File: src/sv/plc_pkg.sv
// shared types and constants of the sensor calibration core
`default_nettype none

package plc_pkg;

  localparam int MV_W       = 13;
  localparam int RD_W       = 16;
  localparam int OP_W       = 2;
  localparam int HELD_W     = 5;
  localparam int CFG_IDX_W  = 3;
  localparam int CFG_DATA_W = 16;
  localparam int PT_W       = MV_W + RD_W;

  localparam int DEF_MAX_POINTS = 16;

  localparam int DIVIDEND_W = MV_W + RD_W;
  localparam int DIVISOR_W  = MV_W;

  localparam logic [OP_W-1:0] OP_CONVERT = 2'd0;
  localparam logic [OP_W-1:0] OP_CLEAR   = 2'd1;
  localparam logic [OP_W-1:0] OP_INSERT  = 2'd2;

  localparam logic [CFG_IDX_W-1:0] CFG_EMPTY_MV     = 3'd0;
  localparam logic [CFG_IDX_W-1:0] CFG_FULL_MV      = 3'd1;
  localparam logic [CFG_IDX_W-1:0] CFG_FULL_READING = 3'd2;
  localparam logic [CFG_IDX_W-1:0] CFG_CAL_ENABLED  = 3'd3;

  localparam logic [MV_W-1:0] RST_EMPTY_MV     = 13'd500;
  localparam logic [MV_W-1:0] RST_FULL_MV      = 13'd3000;
  localparam logic [RD_W-1:0] RST_FULL_READING = 16'd10000;

  typedef struct packed {
    logic [MV_W-1:0] mv;
    logic [RD_W-1:0] rd;
  } point_t;

  typedef struct packed {
    logic                  start;
    logic [DIVIDEND_W-1:0] dividend;
    logic [DIVISOR_W-1:0]  divisor;
  } div_req_t;

  typedef struct packed {
    logic                  done;
    logic [DIVIDEND_W-1:0] quotient;
  } div_rsp_t;

endpackage

`default_nettype wire

File: src/sv/plc_ifs.sv
// valid/ready channel interfaces of the sensor calibration core
`default_nettype none

interface plc_in_if import plc_pkg::*; ();
  logic            valid;
  logic            ready;
  logic [OP_W-1:0] operation;
  logic [MV_W-1:0] volts_mv;
  logic [RD_W-1:0] point_reading;

  modport source (output valid, output operation, output volts_mv, output point_reading,
                  input ready);
  modport sink   (input valid, input operation, input volts_mv, input point_reading,
                  output ready);
endinterface

interface plc_out_if import plc_pkg::*; ();
  logic              valid;
  logic              ready;
  logic [RD_W-1:0]   reading;
  logic              is_raw;
  logic [HELD_W-1:0] points_held;
  logic              point_dropped;

  modport source (output valid, output reading, output is_raw, output points_held,
                  output point_dropped, input ready);
  modport sink   (input valid, input reading, input is_raw, input points_held,
                  input point_dropped, output ready);
endinterface

interface plc_cfg_if import plc_pkg::*; ();
  logic                  valid;
  logic                  ready;
  logic [CFG_IDX_W-1:0]  index;
  logic [CFG_DATA_W-1:0] data;

  modport source (output valid, output index, output data, input ready);
  modport sink   (input valid, input index, input data, output ready);
endinterface

`default_nettype wire

File: src/sv/plc_ram.sv
// generic single-write, single-read ram with registered read data
`default_nettype none

module plc_ram #(
  parameter int WIDTH = 8,
  parameter int DEPTH = 16
) (
  input  wire logic                     clk,
  input  wire logic                     we,
  input  wire logic [$clog2(DEPTH)-1:0] waddr,
  input  wire logic [WIDTH-1:0]         wdata,
  input  wire logic [$clog2(DEPTH)-1:0] raddr,
  output logic      [WIDTH-1:0]         rdata
);

  logic [WIDTH-1:0] mem_r [DEPTH];
  logic [WIDTH-1:0] rdata_r;

  always_ff @(posedge clk) begin
    if (we) begin
      mem_r[waddr] <= wdata;
    end
    rdata_r <= mem_r[raddr];
  end

  assign rdata = rdata_r;

endmodule

`default_nettype wire

File: src/sv/plc_div.sv
// restoring unsigned divider, one quotient bit per cycle
`default_nettype none

module plc_div import plc_pkg::*; (
  input  wire logic     clk,
  input  wire logic     rst_n,
  input  wire div_req_t req,
  output div_rsp_t      rsp
);

  localparam int SW = $clog2(DIVIDEND_W);

  logic                  busy_r, busy_nxt;
  logic                  done_r, done_nxt;
  logic [SW-1:0]         step_r, step_nxt;
  logic [DIVISOR_W-1:0]  rem_r, rem_nxt;
  logic [DIVIDEND_W-1:0] quo_r, quo_nxt;
  logic [DIVISOR_W-1:0]  dsr_r, dsr_nxt;

  logic [DIVISOR_W:0] rem_sh;
  logic [DIVISOR_W:0] diff;
  logic               ge;

  always_comb begin
    rem_sh = {rem_r, quo_r[DIVIDEND_W-1]};
    diff   = rem_sh - {1'b0, dsr_r};
    ge     = rem_sh >= {1'b0, dsr_r};

    busy_nxt = busy_r;
    done_nxt = 1'b0;
    step_nxt = step_r;
    rem_nxt  = rem_r;
    quo_nxt  = quo_r;
    dsr_nxt  = dsr_r;

    if (req.start) begin
      busy_nxt = 1'b1;
      step_nxt = SW'(DIVIDEND_W - 1);
      rem_nxt  = '0;
      quo_nxt  = req.dividend;
      dsr_nxt  = req.divisor;
    end else if (busy_r) begin
      rem_nxt = ge ? diff[DIVISOR_W-1:0] : rem_sh[DIVISOR_W-1:0];
      quo_nxt = {quo_r[DIVIDEND_W-2:0], ge};
      if (step_r == '0) begin
        busy_nxt = 1'b0;
        done_nxt = 1'b1;
      end else begin
        step_nxt = step_r - SW'(1);
      end
    end
  end

  always_ff @(posedge clk) begin
    if (!rst_n) begin
      busy_r <= 1'b0;
      done_r <= 1'b0;
    end else begin
      busy_r <= busy_nxt;
      done_r <= done_nxt;
    end
  end

  always_ff @(posedge clk) begin
    step_r <= step_nxt;
    rem_r  <= rem_nxt;
    quo_r  <= quo_nxt;
    dsr_r  <= dsr_nxt;
  end

  assign rsp.done     = done_r;
  assign rsp.quotient = quo_r;

endmodule

`default_nettype wire

File: src/sv/piecewise_linear_sensor_calibration_core.sv
// top level of the piecewise-linear sensor calibration core
// raw pass-through, clear, dropped insert, unused codes: idle goes straight to finish
// insert: compare state shifts larger entries up and writes the point, put state writes
// slot 0; empty table written from idle; table convert: last point check, segment walk
// through the point ram, multiply, 29-step serial divider; legacy convert: multiply, divide
// one item at a time; input ready in the same cycle the result is in the output register
// synchronous active-low reset clears point count, sequencer, out valid; config to defaults
`default_nettype none

module piecewise_linear_sensor_calibration_core import plc_pkg::*; #(
  parameter int MAX_POINTS = DEF_MAX_POINTS
) (
  input  wire logic  clk,
  input  wire logic  rst_n,
  plc_in_if.sink     in_if,
  plc_out_if.source  out_if,
  plc_cfg_if.sink    cfg_if
);

  localparam int AW = $clog2(MAX_POINTS);
  localparam int CW = $clog2(MAX_POINTS + 1);

  typedef enum logic [7:0] {
    ST_IDLE     = 8'b0000_0001,
    ST_INS_CMP  = 8'b0000_0010,
    ST_INS_PUT  = 8'b0000_0100,
    ST_CNV_LAST = 8'b0000_1000,
    ST_CNV_WALK = 8'b0001_0000,
    ST_MUL      = 8'b0010_0000,
    ST_DIV      = 8'b0100_0000,
    ST_FINISH   = 8'b1000_0000
  } state_t;

  state_t            state_r, state_nxt;
  logic [CW-1:0]     cnt_r, cnt_nxt;
  logic [AW-1:0]     pos_r, pos_nxt;
  logic [MV_W-1:0]   v_r, v_nxt;
  logic [RD_W-1:0]   prd_r, prd_nxt;
  logic              legacy_r, legacy_nxt;
  logic              neg_r, neg_nxt;
  point_t            prev_r, prev_nxt;
  point_t            cur_r, cur_nxt;
  logic [RD_W-1:0]   res_rd_r, res_rd_nxt;
  logic              res_raw_r, res_raw_nxt;
  logic              res_drop_r, res_drop_nxt;
  logic              out_valid_r, out_valid_nxt;
  logic [RD_W-1:0]   out_reading_r, out_reading_nxt;
  logic              out_raw_r, out_raw_nxt;
  logic [HELD_W-1:0] out_held_r, out_held_nxt;
  logic              out_drop_r, out_drop_nxt;
  logic [MV_W-1:0]   empty_mv_r, empty_mv_nxt;
  logic [MV_W-1:0]   full_mv_r, full_mv_nxt;
  logic [RD_W-1:0]   full_rd_r, full_rd_nxt;
  logic              cal_en_r, cal_en_nxt;

  logic            ram_we;
  logic [AW-1:0]   ram_waddr;
  point_t          ram_wdata;
  logic [AW-1:0]   ram_raddr;
  logic [PT_W-1:0] ram_rdata;
  point_t          rd_pt;

  div_req_t div_req;
  div_rsp_t div_rsp;

  logic                  in_xfer;
  logic                  out_take;
  logic                  out_load;
  logic [MV_W:0]         d_leg;
  logic [MV_W:0]         span_leg;
  logic [MV_W-1:0]       dmag;
  logic [MV_W-1:0]       smag;
  logic [RD_W:0]         dr;
  logic [RD_W-1:0]       drmag;
  logic [MV_W-1:0]       mul_a;
  logic [RD_W-1:0]       mul_b;
  logic [DIVIDEND_W-1:0] product;

  plc_ram #(
    .WIDTH (PT_W),
    .DEPTH (MAX_POINTS)
  ) u_plc_ram (
    .clk   (clk),
    .we    (ram_we),
    .waddr (ram_waddr),
    .wdata (ram_wdata),
    .raddr (ram_raddr),
    .rdata (ram_rdata)
  );

  plc_div u_plc_div (
    .clk   (clk),
    .rst_n (rst_n),
    .req   (div_req),
    .rsp   (div_rsp)
  );

  assign in_if.ready  = (state_r == ST_IDLE);
  assign cfg_if.ready = 1'b1;
  assign in_xfer      = in_if.valid && in_if.ready;
  assign out_take     = out_valid_r && out_if.ready;
  assign out_load     = (state_r == ST_FINISH) && (!out_valid_r || out_if.ready);
  assign rd_pt        = point_t'(ram_rdata);

  // operand select for the one multiplier
  always_comb begin
    d_leg    = {1'b0, v_r} - {1'b0, empty_mv_r};
    span_leg = {1'b0, full_mv_r} - {1'b0, empty_mv_r};
    dmag     = d_leg[MV_W] ? MV_W'(-d_leg) : d_leg[MV_W-1:0];
    smag     = span_leg[MV_W] ? MV_W'(-span_leg) : span_leg[MV_W-1:0];
    dr       = {1'b0, cur_r.rd} - {1'b0, prev_r.rd};
    drmag    = dr[RD_W] ? RD_W'(-dr) : dr[RD_W-1:0];
    if (legacy_r) begin
      mul_a = dmag;
      mul_b = full_rd_r;
    end else begin
      mul_a = v_r - prev_r.mv;
      mul_b = drmag;
    end
    product = DIVIDEND_W'(mul_a) * DIVIDEND_W'(mul_b);
  end

  always_comb begin
    state_nxt    = state_r;
    cnt_nxt      = cnt_r;
    pos_nxt      = pos_r;
    v_nxt        = v_r;
    prd_nxt      = prd_r;
    legacy_nxt   = legacy_r;
    neg_nxt      = neg_r;
    prev_nxt     = prev_r;
    cur_nxt      = cur_r;
    res_rd_nxt   = res_rd_r;
    res_raw_nxt  = res_raw_r;
    res_drop_nxt = res_drop_r;
    empty_mv_nxt = empty_mv_r;
    full_mv_nxt  = full_mv_r;
    full_rd_nxt  = full_rd_r;
    cal_en_nxt   = cal_en_r;

    ram_we    = 1'b0;
    ram_waddr = pos_r;
    ram_wdata = '{mv: v_r, rd: prd_r};
    ram_raddr = '0;

    div_req.start    = 1'b0;
    div_req.dividend = product;
    div_req.divisor  = legacy_r ? smag : (cur_r.mv - prev_r.mv);

    if (cfg_if.valid) begin
      case (cfg_if.index)
        CFG_EMPTY_MV:     empty_mv_nxt = cfg_if.data[MV_W-1:0];
        CFG_FULL_MV:      full_mv_nxt  = cfg_if.data[MV_W-1:0];
        CFG_FULL_READING: full_rd_nxt  = cfg_if.data[RD_W-1:0];
        CFG_CAL_ENABLED:  cal_en_nxt   = cfg_if.data[0];
        default: ;
      endcase
    end

    case (state_r)
      ST_IDLE: begin
        if (in_xfer) begin
          v_nxt        = in_if.volts_mv;
          prd_nxt      = in_if.point_reading;
          res_rd_nxt   = '0;
          res_raw_nxt  = 1'b0;
          res_drop_nxt = 1'b0;
          state_nxt    = ST_FINISH;
          case (in_if.operation)
            OP_CONVERT: begin
              if (!cal_en_r) begin
                res_rd_nxt  = RD_W'(in_if.volts_mv);
                res_raw_nxt = 1'b1;
              end else if (cnt_r >= CW'(2)) begin
                legacy_nxt = 1'b0;
                ram_raddr  = AW'(cnt_r - CW'(1));
                state_nxt  = ST_CNV_LAST;
              end else if (full_mv_r != empty_mv_r) begin
                legacy_nxt = 1'b1;
                state_nxt  = ST_MUL;
              end
            end
            OP_CLEAR: begin
              cnt_nxt = '0;
            end
            OP_INSERT: begin
              if (cnt_r >= CW'(MAX_POINTS)) begin
                res_drop_nxt = 1'b1;
              end else if (cnt_r == '0) begin
                ram_we    = 1'b1;
                ram_waddr = '0;
                ram_wdata = '{mv: in_if.volts_mv, rd: in_if.point_reading};
                cnt_nxt   = CW'(1);
              end else begin
                pos_nxt   = AW'(cnt_r);
                ram_raddr = AW'(cnt_r - CW'(1));
                state_nxt = ST_INS_CMP;
              end
            end
            default: ;
          endcase
        end
      end

      ST_INS_CMP: begin
        ram_we = 1'b1;
        if (rd_pt.mv > v_r) begin
          ram_wdata = rd_pt;
          pos_nxt   = pos_r - AW'(1);
          if (pos_r == AW'(1)) begin
            state_nxt = ST_INS_PUT;
          end else begin
            ram_raddr = pos_r - AW'(2);
          end
        end else begin
          cnt_nxt   = cnt_r + CW'(1);
          state_nxt = ST_FINISH;
        end
      end

      ST_INS_PUT: begin
        ram_we    = 1'b1;
        cnt_nxt   = cnt_r + CW'(1);
        state_nxt = ST_FINISH;
      end

      ST_CNV_LAST: begin
        if (v_r > rd_pt.mv) begin
          res_rd_nxt = rd_pt.rd;
          state_nxt  = ST_FINISH;
        end else begin
          // keep the last point, the first point wins when both ends match
          cur_nxt   = rd_pt;
          pos_nxt   = '0;
          ram_raddr = '0;
          state_nxt = ST_CNV_WALK;
        end
      end

      ST_CNV_WALK: begin
        if (v_r <= rd_pt.mv) begin
          if (pos_r == '0) begin
            res_rd_nxt = rd_pt.rd;
            state_nxt  = ST_FINISH;
          end else if (rd_pt.mv == prev_r.mv) begin
            res_rd_nxt = prev_r.rd;
            state_nxt  = ST_FINISH;
          end else begin
            cur_nxt   = rd_pt;
            state_nxt = ST_MUL;
          end
        end else if (pos_r == '0 && v_r >= cur_r.mv) begin
          res_rd_nxt = cur_r.rd;
          state_nxt  = ST_FINISH;
        end else begin
          prev_nxt  = rd_pt;
          pos_nxt   = pos_r + AW'(1);
          ram_raddr = pos_r + AW'(1);
        end
      end

      ST_MUL: begin
        div_req.start = 1'b1;
        neg_nxt       = legacy_r ? (d_leg[MV_W] ^ span_leg[MV_W]) : dr[RD_W];
        state_nxt     = ST_DIV;
      end

      ST_DIV: begin
        if (div_rsp.done) begin
          if (legacy_r) begin
            if (neg_r) begin
              res_rd_nxt = '0;
            end else if (div_rsp.quotient > DIVIDEND_W'(full_rd_r)) begin
              res_rd_nxt = full_rd_r;
            end else begin
              res_rd_nxt = div_rsp.quotient[RD_W-1:0];
            end
          end else if (neg_r) begin
            res_rd_nxt = prev_r.rd - div_rsp.quotient[RD_W-1:0];
          end else begin
            res_rd_nxt = prev_r.rd + div_rsp.quotient[RD_W-1:0];
          end
          state_nxt = ST_FINISH;
        end
      end

      ST_FINISH: begin
        if (out_load) begin
          state_nxt = ST_IDLE;
        end
      end

      default: state_nxt = ST_IDLE;
    endcase
  end

  // output register
  always_comb begin
    out_valid_nxt   = out_valid_r;
    out_reading_nxt = out_reading_r;
    out_raw_nxt     = out_raw_r;
    out_held_nxt    = out_held_r;
    out_drop_nxt    = out_drop_r;
    if (out_load) begin
      out_valid_nxt   = 1'b1;
      out_reading_nxt = res_rd_r;
      out_raw_nxt     = res_raw_r;
      out_held_nxt    = HELD_W'(cnt_r);
      out_drop_nxt    = res_drop_r;
    end else if (out_take) begin
      out_valid_nxt = 1'b0;
    end
  end

  always_ff @(posedge clk) begin
    if (!rst_n) begin
      state_r     <= ST_IDLE;
      cnt_r       <= '0;
      out_valid_r <= 1'b0;
      empty_mv_r  <= RST_EMPTY_MV;
      full_mv_r   <= RST_FULL_MV;
      full_rd_r   <= RST_FULL_READING;
      cal_en_r    <= 1'b0;
    end else begin
      state_r     <= state_nxt;
      cnt_r       <= cnt_nxt;
      out_valid_r <= out_valid_nxt;
      empty_mv_r  <= empty_mv_nxt;
      full_mv_r   <= full_mv_nxt;
      full_rd_r   <= full_rd_nxt;
      cal_en_r    <= cal_en_nxt;
    end
  end

  always_ff @(posedge clk) begin
    pos_r         <= pos_nxt;
    v_r           <= v_nxt;
    prd_r         <= prd_nxt;
    legacy_r      <= legacy_nxt;
    neg_r         <= neg_nxt;
    prev_r        <= prev_nxt;
    cur_r         <= cur_nxt;
    res_rd_r      <= res_rd_nxt;
    res_raw_r     <= res_raw_nxt;
    res_drop_r    <= res_drop_nxt;
    out_reading_r <= out_reading_nxt;
    out_raw_r     <= out_raw_nxt;
    out_held_r    <= out_held_nxt;
    out_drop_r    <= out_drop_nxt;
  end

  assign out_if.valid         = out_valid_r;
  assign out_if.reading       = out_reading_r;
  assign out_if.is_raw        = out_raw_r;
  assign out_if.points_held   = out_held_r;
  assign out_if.point_dropped = out_drop_r;

endmodule

`default_nettype wire

File: src/flat_wrapper.sv
// flat-port wrapper written by rule: the top's interface ports become plain ports
module piecewise_linear_sensor_calibration_core_flat import plc_pkg::*;
#(
  parameter int MAX_POINTS = DEF_MAX_POINTS
)
  (clk, rst_n, in_if_valid, in_if_operation, in_if_volts_mv, in_if_point_reading, in_if_ready, out_if_valid, out_if_reading, out_if_is_raw, out_if_points_held, out_if_point_dropped, out_if_ready, cfg_if_valid, cfg_if_index, cfg_if_data, cfg_if_ready);
  plc_in_if in_if_i ();
  plc_out_if out_if_i ();
  plc_cfg_if cfg_if_i ();
  input  wire logic clk;
  input  wire logic rst_n;
  input wire logic [$bits(in_if_i.valid)-1:0] in_if_valid;
  input wire logic [$bits(in_if_i.operation)-1:0] in_if_operation;
  input wire logic [$bits(in_if_i.volts_mv)-1:0] in_if_volts_mv;
  input wire logic [$bits(in_if_i.point_reading)-1:0] in_if_point_reading;
  output wire logic [$bits(in_if_i.ready)-1:0] in_if_ready;
  output wire logic [$bits(out_if_i.valid)-1:0] out_if_valid;
  output wire logic [$bits(out_if_i.reading)-1:0] out_if_reading;
  output wire logic [$bits(out_if_i.is_raw)-1:0] out_if_is_raw;
  output wire logic [$bits(out_if_i.points_held)-1:0] out_if_points_held;
  output wire logic [$bits(out_if_i.point_dropped)-1:0] out_if_point_dropped;
  input wire logic [$bits(out_if_i.ready)-1:0] out_if_ready;
  input wire logic [$bits(cfg_if_i.valid)-1:0] cfg_if_valid;
  input wire logic [$bits(cfg_if_i.index)-1:0] cfg_if_index;
  input wire logic [$bits(cfg_if_i.data)-1:0] cfg_if_data;
  output wire logic [$bits(cfg_if_i.ready)-1:0] cfg_if_ready;
  assign in_if_i.valid = in_if_valid;
  assign in_if_i.operation = in_if_operation;
  assign in_if_i.volts_mv = in_if_volts_mv;
  assign in_if_i.point_reading = in_if_point_reading;
  assign in_if_ready = in_if_i.ready;
  assign out_if_valid = out_if_i.valid;
  assign out_if_reading = out_if_i.reading;
  assign out_if_is_raw = out_if_i.is_raw;
  assign out_if_points_held = out_if_i.points_held;
  assign out_if_point_dropped = out_if_i.point_dropped;
  assign out_if_i.ready = out_if_ready;
  assign cfg_if_i.valid = cfg_if_valid;
  assign cfg_if_i.index = cfg_if_index;
  assign cfg_if_i.data = cfg_if_data;
  assign cfg_if_ready = cfg_if_i.ready;
  piecewise_linear_sensor_calibration_core #(.MAX_POINTS(MAX_POINTS)) u_core (.clk(clk), .rst_n(rst_n), .in_if(in_if_i), .out_if(out_if_i), .cfg_if(cfg_if_i));
endmodule
File: config.mk
export PLATFORM = sky130hd
export DESIGN_NAME = piecewise_linear_sensor_calibration_core_flat
export DESIGN_NICKNAME = d
export VERILOG_FILES = /design/src/sv/plc_pkg.sv /design/src/sv/plc_ifs.sv /design/src/sv/plc_ram.sv /design/src/sv/plc_div.sv /design/src/sv/piecewise_linear_sensor_calibration_core.sv /design/src/flat_wrapper.sv
export SDC_FILE = /design/constraint.sdc
export NUM_CORES = 2
export LEC_CHECK = 0
export BUFFER_PORTS_ARGS = -buffer_cell sky130_fd_sc_hd__buf_2
export CAP_MARGIN = 10
export CORE_MARGIN = 3
export CORE_UTILIZATION = 41
export DETAILED_ROUTE_END_ITERATION = 8
export GPL_TIMING_DRIVEN = 0
export SKIP_LAST_GASP = 1
export SLEW_MARGIN = 20
export SYNTH_ARGS = -nofsm -noshare
export SYNTH_HDL_FRONTEND = slang
export SYNTH_SLANG_ARGS = --single-unit
File: constraint.sdc
create_clock -name clk -period 10.9 [get_ports clk]
set_input_delay 1.635 -clock clk [delete_from_list [all_inputs] [get_ports clk]]
set_output_delay 1.635 -clock clk [all_outputs]
set_load 0.05 [all_outputs]
After elaboration in Yosys (flattened, before gate mapping). Memories as Yosys holds them, arrays and structs flattened. A register that Yosys moved wholly into a read port is not among the register bits. Cells that the tools add are included.

Register bits after elaboration: 253. Logic and storage cells: 232. Memory bits (writable): 464. Memories: 1. Input port bits: 55. ROM bits: 0. Bits in latches: 0.

$lt $le $gt $ge: 8. Div/mod/pow operators: 0. Reductions and logical operators: 33. Bitwise operators: 6. Eq/ne operators: 37. $mul: 1. $add $sub $neg: 17. Shifts and indexed selects: 0. Multiplexer cells: 100.

Memories: u_core.u_plc_ram.mem_r (words 16, width 29, rd ports 1, clocked after Yosys merged registers in 1, wr ports 1, RTL line plc_ram.sv:16) `logic [WIDTH-1:0] mem_r [DEPTH];`.

Operator list (number): $mux W29 (11); $mux W16 (14); $mux W8 (15); $pmux W29 S2 (2); $mux W4 (22); $mux W13 (6); $pmux W16 S4 (1); $pmux W8 S8 (1); $sub A13 B13 Y13 (3); $gt A29 B16 Y1 (1); $mul A13 B16 Y29 (1); $sub A13 B13 Y14 (2); $gt A13 B13 Y1 (2); $neg A13 Y13 (2); $ne A2 B2 Y1 const B (11); $mux W5 (4); $mux W1 (17); $sub A16 B16 Y17 (1); $add A16 B16 Y16 (1); $neg A16 Y16 (1); $pmux W4 S4 (1); $pmux W8 S2 (1); $sub A16 B16 Y16 (1); $pmux W5 S3 (1); 52 further kinds (80).

Depth between registers and ports, before layout.
Depth after elaboration: 8. Depth in mapped cells: 37. Mapped depth without buffers: 35.

By module. From an unflattened synthesis, not the netlist that was laid out.

Cell total of the unflattened synthesis: 3571. Area total of the unflattened synthesis: 43115.1 um2.

By module, submodules not included: piecewise_linear_sensor_calibration_core (instances 1, cells each 2520, area each 21783.4 um2, seq. area each 5165.0 um2); plc_ram (instances 1, cells each 761, area each 18032.3 um2, seq. area each 14513.9 um2); plc_div (instances 1, cells each 290, area each 3299.4 um2, seq. area each 1661.6 um2).

Least setup slack after synthesis. No wires, ideal clock.

Kind: reg2reg. From: reg u_core.cur_r[0] (netlist name). To: reg u_core.u_plc_div.quo_r[26] (data pin). Data required time: 10.633 ns. Slack: 2.870 ns. Stages on the path, launching flop included: 36. Setup time: 0.267 ns. Arrival: 7.763 ns. Path through: edfxtp_1 > inv_1 > ha_1 > inv_1 > fa_1 > a211oi_1 > o21ai_1 > a31oi_2 > o311a_1 > o21ai_0 > buf_2 > nor2_1 > xor2_1 > nor2_1 > a21oi_1 > clkbuf_1 > nand2_1 > fa_1 > inv_1 > fa_1 > inv_1 > fa_1 > inv_1 > fa_1 > fa_1 > ha_1 > nand3_1 > o211ai_1 > o41a_1 > a221o_1 > a22oi_1 > or2_2 > a31oi_1 > nor2_1 > xor2_1 > o21ai_0.

Cells in the longest elaborated chain, start to end: 6.

Ends and longest elaborated chain: start: declaration (RTL line piecewise_linear_sensor_calibration_core.sv:42) `point_t cur_r, cur_nxt;`; start signal: assignment (RTL line piecewise_linear_sensor_calibration_core.sv:342) `cur_r <= cur_nxt;`; $sub A16 B16 Y17 (*) (RTL line piecewise_linear_sensor_calibration_core.sv:111) `dr = {1'b0, cur_r.rd} - {1'b0, prev_r.rd};`; $neg A16 Y16 (RTL line piecewise_linear_sensor_calibration_core.sv:112) `drmag = dr[RD_W] ? RD_W'(-dr) : dr[RD_W-1:0];`; $mux W16 (*) (RTL line piecewise_linear_sensor_calibration_core.sv:112); $mux W16 (*) (RTL line piecewise_linear_sensor_calibration_core.sv:113) `if (legacy_r) begin`; $mul A13 B16 Y29 (*) (RTL line piecewise_linear_sensor_calibration_core.sv:120) `product = DIVIDEND_W'(mul_a) * DIVIDEND_W'(mul_b);`; $mux W29 (*) (RTL line plc_div.sv:36) `if (req.start) begin`; net u_core.u_plc_div.quo_nxt[26] (RTL line plc_div.sv:17) `logic [DIVIDEND_W-1:0] quo_r, quo_nxt;`; end signal: assignment (RTL line plc_div.sv:67) `quo_r <= quo_nxt;`; end: declaration (RTL line plc_div.sv:17).

The timed path passes the listed nets; every way through them passes the cells marked *. A chain may end at the register's enable or synchronous reset.

Worst setup path after layout.
From: reg u_core.v_r[1]. To: reg u_core.u_plc_div.quo_r[27] (data pin).

Cells in the longest elaborated chain, start to end: 6. Elaborated cells on any way between the ends: 7. Classes of those cells: add/sub: 3; mul: 1; mux: 3.

Ends and longest elaborated chain: start: declaration (RTL line piecewise_linear_sensor_calibration_core.sv:37) `logic [MV_W-1:0] v_r, v_nxt;`; start signal: assignment (RTL line piecewise_linear_sensor_calibration_core.sv:337) `v_r <= v_nxt;`; $sub A13 B13 Y14 (RTL line piecewise_linear_sensor_calibration_core.sv:107) `d_leg = {1'b0, v_r} - {1'b0, empty_mv_r};`; $neg A13 Y13 (RTL line piecewise_linear_sensor_calibration_core.sv:109) `dmag = d_leg[MV_W] ? MV_W'(-d_leg) : d_leg[MV_W-1:0];`; $mux W13 (RTL line piecewise_linear_sensor_calibration_core.sv:109); $mux W13 (*) (RTL line piecewise_linear_sensor_calibration_core.sv:113); $mul A13 B16 Y29 (*) (RTL line piecewise_linear_sensor_calibration_core.sv:120); $mux W29 (*) (RTL line plc_div.sv:36); net u_core.u_plc_div.quo_nxt[27] (RTL line plc_div.sv:17).

Marked as above.

==> run_results.csv <==
group,metric,value,unit
drt,first_pass_iters,5,
pwr,intPower,6.81,mW
setup_path,setup.worst_path.start_class,"register",
clocking,cts_tree,"built",
pwr,p_sw,4.05,mW
setup_path,critPathKind,"reg2reg",
yosys,ys_warn_count,0,
timing,fin_crit,10.05,ns
timing,skew,0.0424,ns
pwr,p_leak,19.5,nW
setup_path,crit_path_max_incr_delay,0.91,ns
global_route,grt_overflow_total,0,
setup_path,cpMaxStageDelayCell,"a21oi_1",
die,coreArea,104000,sq um
timing,holdWs,0.417,ns
drt,wl_per_cell,23.0,microns
drt,detail-route-antenna-nets,0,
setup_path,crit_buf_inv,4,
clocking,cts_sinks,746,
clocking,cts_resized,0,
cells_and_area,final_common_cell,"edfxtp_1",
global_route,grt_pass1_vias,30400,
yosys,synth_edf_count,640,
clocking,clk_latency,0.67,ns
yosys,syn_nets,4351,
drt,drtIter0Drc,2663,
clocking,htree_levels,3,
clocking,post_cts_buffers,0,
pwr,pwr-share-seq,0.303,
hold_path,min_path_type,"reg2reg",
pwr,combPwrFrac,0.430,
global_route,grt_pass1_wl,191,mm
cells_and_area,final_cell_mix,"edfxtp_1 (640), nand2_1 (578), inv_1 (356)",
placement,portBuffers,78,
setup_path,end_kind,"register",
global_route,grt_usage,0.229,
pwr,swShare,0.373,
die,initial_utilization,0.416,
yosys,ys.flop_type,"edfxtp_1",
yosys,syn_avg_cell_area,11.1,sq um
timing,rsz0062_at_grt,"no",
pwr,vdd_drop_max,0.392,mV
drt,vias,30800,
timing,setup_ws,0.846,ns
timing,hold_viol_final,0,
setup_path,cp_top_family,"compound AO/OA/AOI/OAI gates",
yosys,syn_inst,3908,
pwr,power_frac_clock,0.267,
die,fp.dieW,331,microns
cells_and_area,nNetsFinal,4553,
placement,place_worst_setup_slack,1.01,ns
pwr,power,10.9,mW
drt,avgViaCountPerCell,5.54,
timing,slew_violations,0,
cells_and_area,drive_gt1_frac,0.0914,
setup_path,required,11.27,ns
setup_path,worstPathMaxFanout,10,
timing,worst_pin_slew,1.15,ns
run,drv_cap,0,
timing,post-route-period-util,0.922,
yosys,ys_seq_elements,746,
die,die_y,331,microns
clocking,root_buffer,"clkbuf_16",
clocking,holdBufCountCts,0,
clocking,clk_path_buf_depth,3,
status,outcome,"finished, final reports clean",
setup_path,critPathArrivalTime,10.43,ns
yosys,syn_area,43400,sq um
timing,slew_headroom,0.235,
placement,dpl.hpwl,96.3,mm
global_route,grt_max_degree,29,
placement,globalplace.congestion,0.895,
cells_and_area,area_growth,13.3,%
clocking,path_clk_slew,0.06,ns
timing,timing.fmax,99.5,MHz
cells_and_area,final_util,0.471,
drt,drc,0,
clocking,cts-buffers-inserted,83,
yosys,async_flop_share,0,
global_route,antenna_found_initial,13,
die,num_io_pins,81,
drt,wirelength,128,mm
yosys,synth.distinct_cells,100,
timing,setup_viol,0,
pwr,power_density,221,nW/um^2
die,rows,118,
setup_path,cpMostUsedCell,"fa_1",
yosys,seq_area_frac_synth,0.492,
die,die_area,110000,sq um
timing,setup_tns,0,ns
==> kinds of logic after synthesis <==
family,count (synthesis),synth area share
compound gates,674,0.110
simple gates,1220,0.130
buf+inv,519,0.0491
other cells,1,0.0000865
mux,192,0.0445
fa+ha+maj,388,0.140
xor+xnor,168,0.0339
flops,746,0.492
==> per-stage QoR <==
| step | area, sq um | cells |
|---|---|---|
| floorplan | 43400 | 3908 |
| global placement | 45500 | 5366 |
| detailed placement | 46300 | 5405 |
| CTS | 49100 | 5559 |
| global route | 49100 | 5559 |
| finish | 49100 | 5568 |
==> worst paths after layout <==
path                                              endpoint  slack (ns)              from  depth (start not counted)
worst min-delay path                  u_core.out_if.is_raw        0.42  u_core.res_raw_r                          0
worst max register to register  u_core.u_plc_div.quo_r[27]        0.85     u_core.v_r[1]                         31
worst min register to register        u_core.out_if.is_raw        0.42  u_core.res_raw_r                          0
worst max-delay path            u_core.u_plc_div.quo_r[27]        0.85     u_core.v_r[1]                         31
==> per-layer routing <==
metal | GRT usage | vias to the layer above | share of wire
li1 | - | 14300 | -
met5 | 0 | - | 0.00017
met1 | 0.306 | 15200 | 0.43
met4 | 0.0790 | 4 | 0.035
met2 | 0.375 | 1059 | 0.47
met3 | 0.0423 | 227 | 0.070
==> cell type report <==
type / count / area [sq um]
buffer: 163 / 796
fill: 9564 / 55100
antenna: 9 / 22.5
inverter: 356 / 1340
tap: 1380 / 1730
clock buffer: 106 / 2230
multi-input combinational: 2643 / 20100
clock inverter: 48 / 603
sequential: 746 / 21300
timing repair buffer: 117 / 1000
==> power by group through the flow <==
stage | combinational (mW) | sequential [mW] | clock [mW]
after floorplan | 3.49 | 3.33 | 0
after global placement | 4.59 | 3.35 | 0
after detailed placement | 4.64 | 3.34 | 0
after CTS | 4.68 | 3.28 | 2.95
after global routing | 5.32 | 3.29 | 3.05
final | 4.67 | 3.29 | 2.90
==> cells in the mapped netlist (all sizes together) (26+ instances only) <==
cell type / count / area [sq um]
a21boi: 33 / 248
a21o: 40 / 300
a21oi: 132 / 672
a31oi: 64 / 413
and2: 56 / 352
and3: 62 / 388
buf: 73 / 457
clkbuf: 90 / 338
dfxtp: 106 / 2120
edfxtp: 640 / 19200
fa: 161 / 3220
ha: 227 / 2840
inv: 356 / 1340
mux2i: 187 / 1880
nand2: 580 / 2190
nand2b: 44 / 275
nand3: 49 / 250
nor2: 213 / 805
nor2b: 47 / 294
nor3: 71 / 360
o211ai: 32 / 240
o21a: 26 / 195
o21ai: 118 / 598
xnor2: 101 / 885
xor2: 67 / 587
==> sequential cells by signal (all words and copies together) (netlist names), 13 cells and up <==
name                    count
u_core.u_plc_ram.rdata     29
u_core.u_plc_div.dsr_r     13
u_core.u_plc_ram.mem_r    464
u_core.cur_r               29
u_core.full_mv_r           13
u_core.u_plc_div.quo_r     29
u_core.res_rd_r            16
u_core.empty_mv_r          13
u_core.u_plc_div.rem_r     13
u_core.out_if.reading      16
u_core.prev_r              29
u_core.v_r                 13
u_core.prd_r               16
u_core.full_rd_r           16
Note: power is estimated with default switching activity, not from simulation.
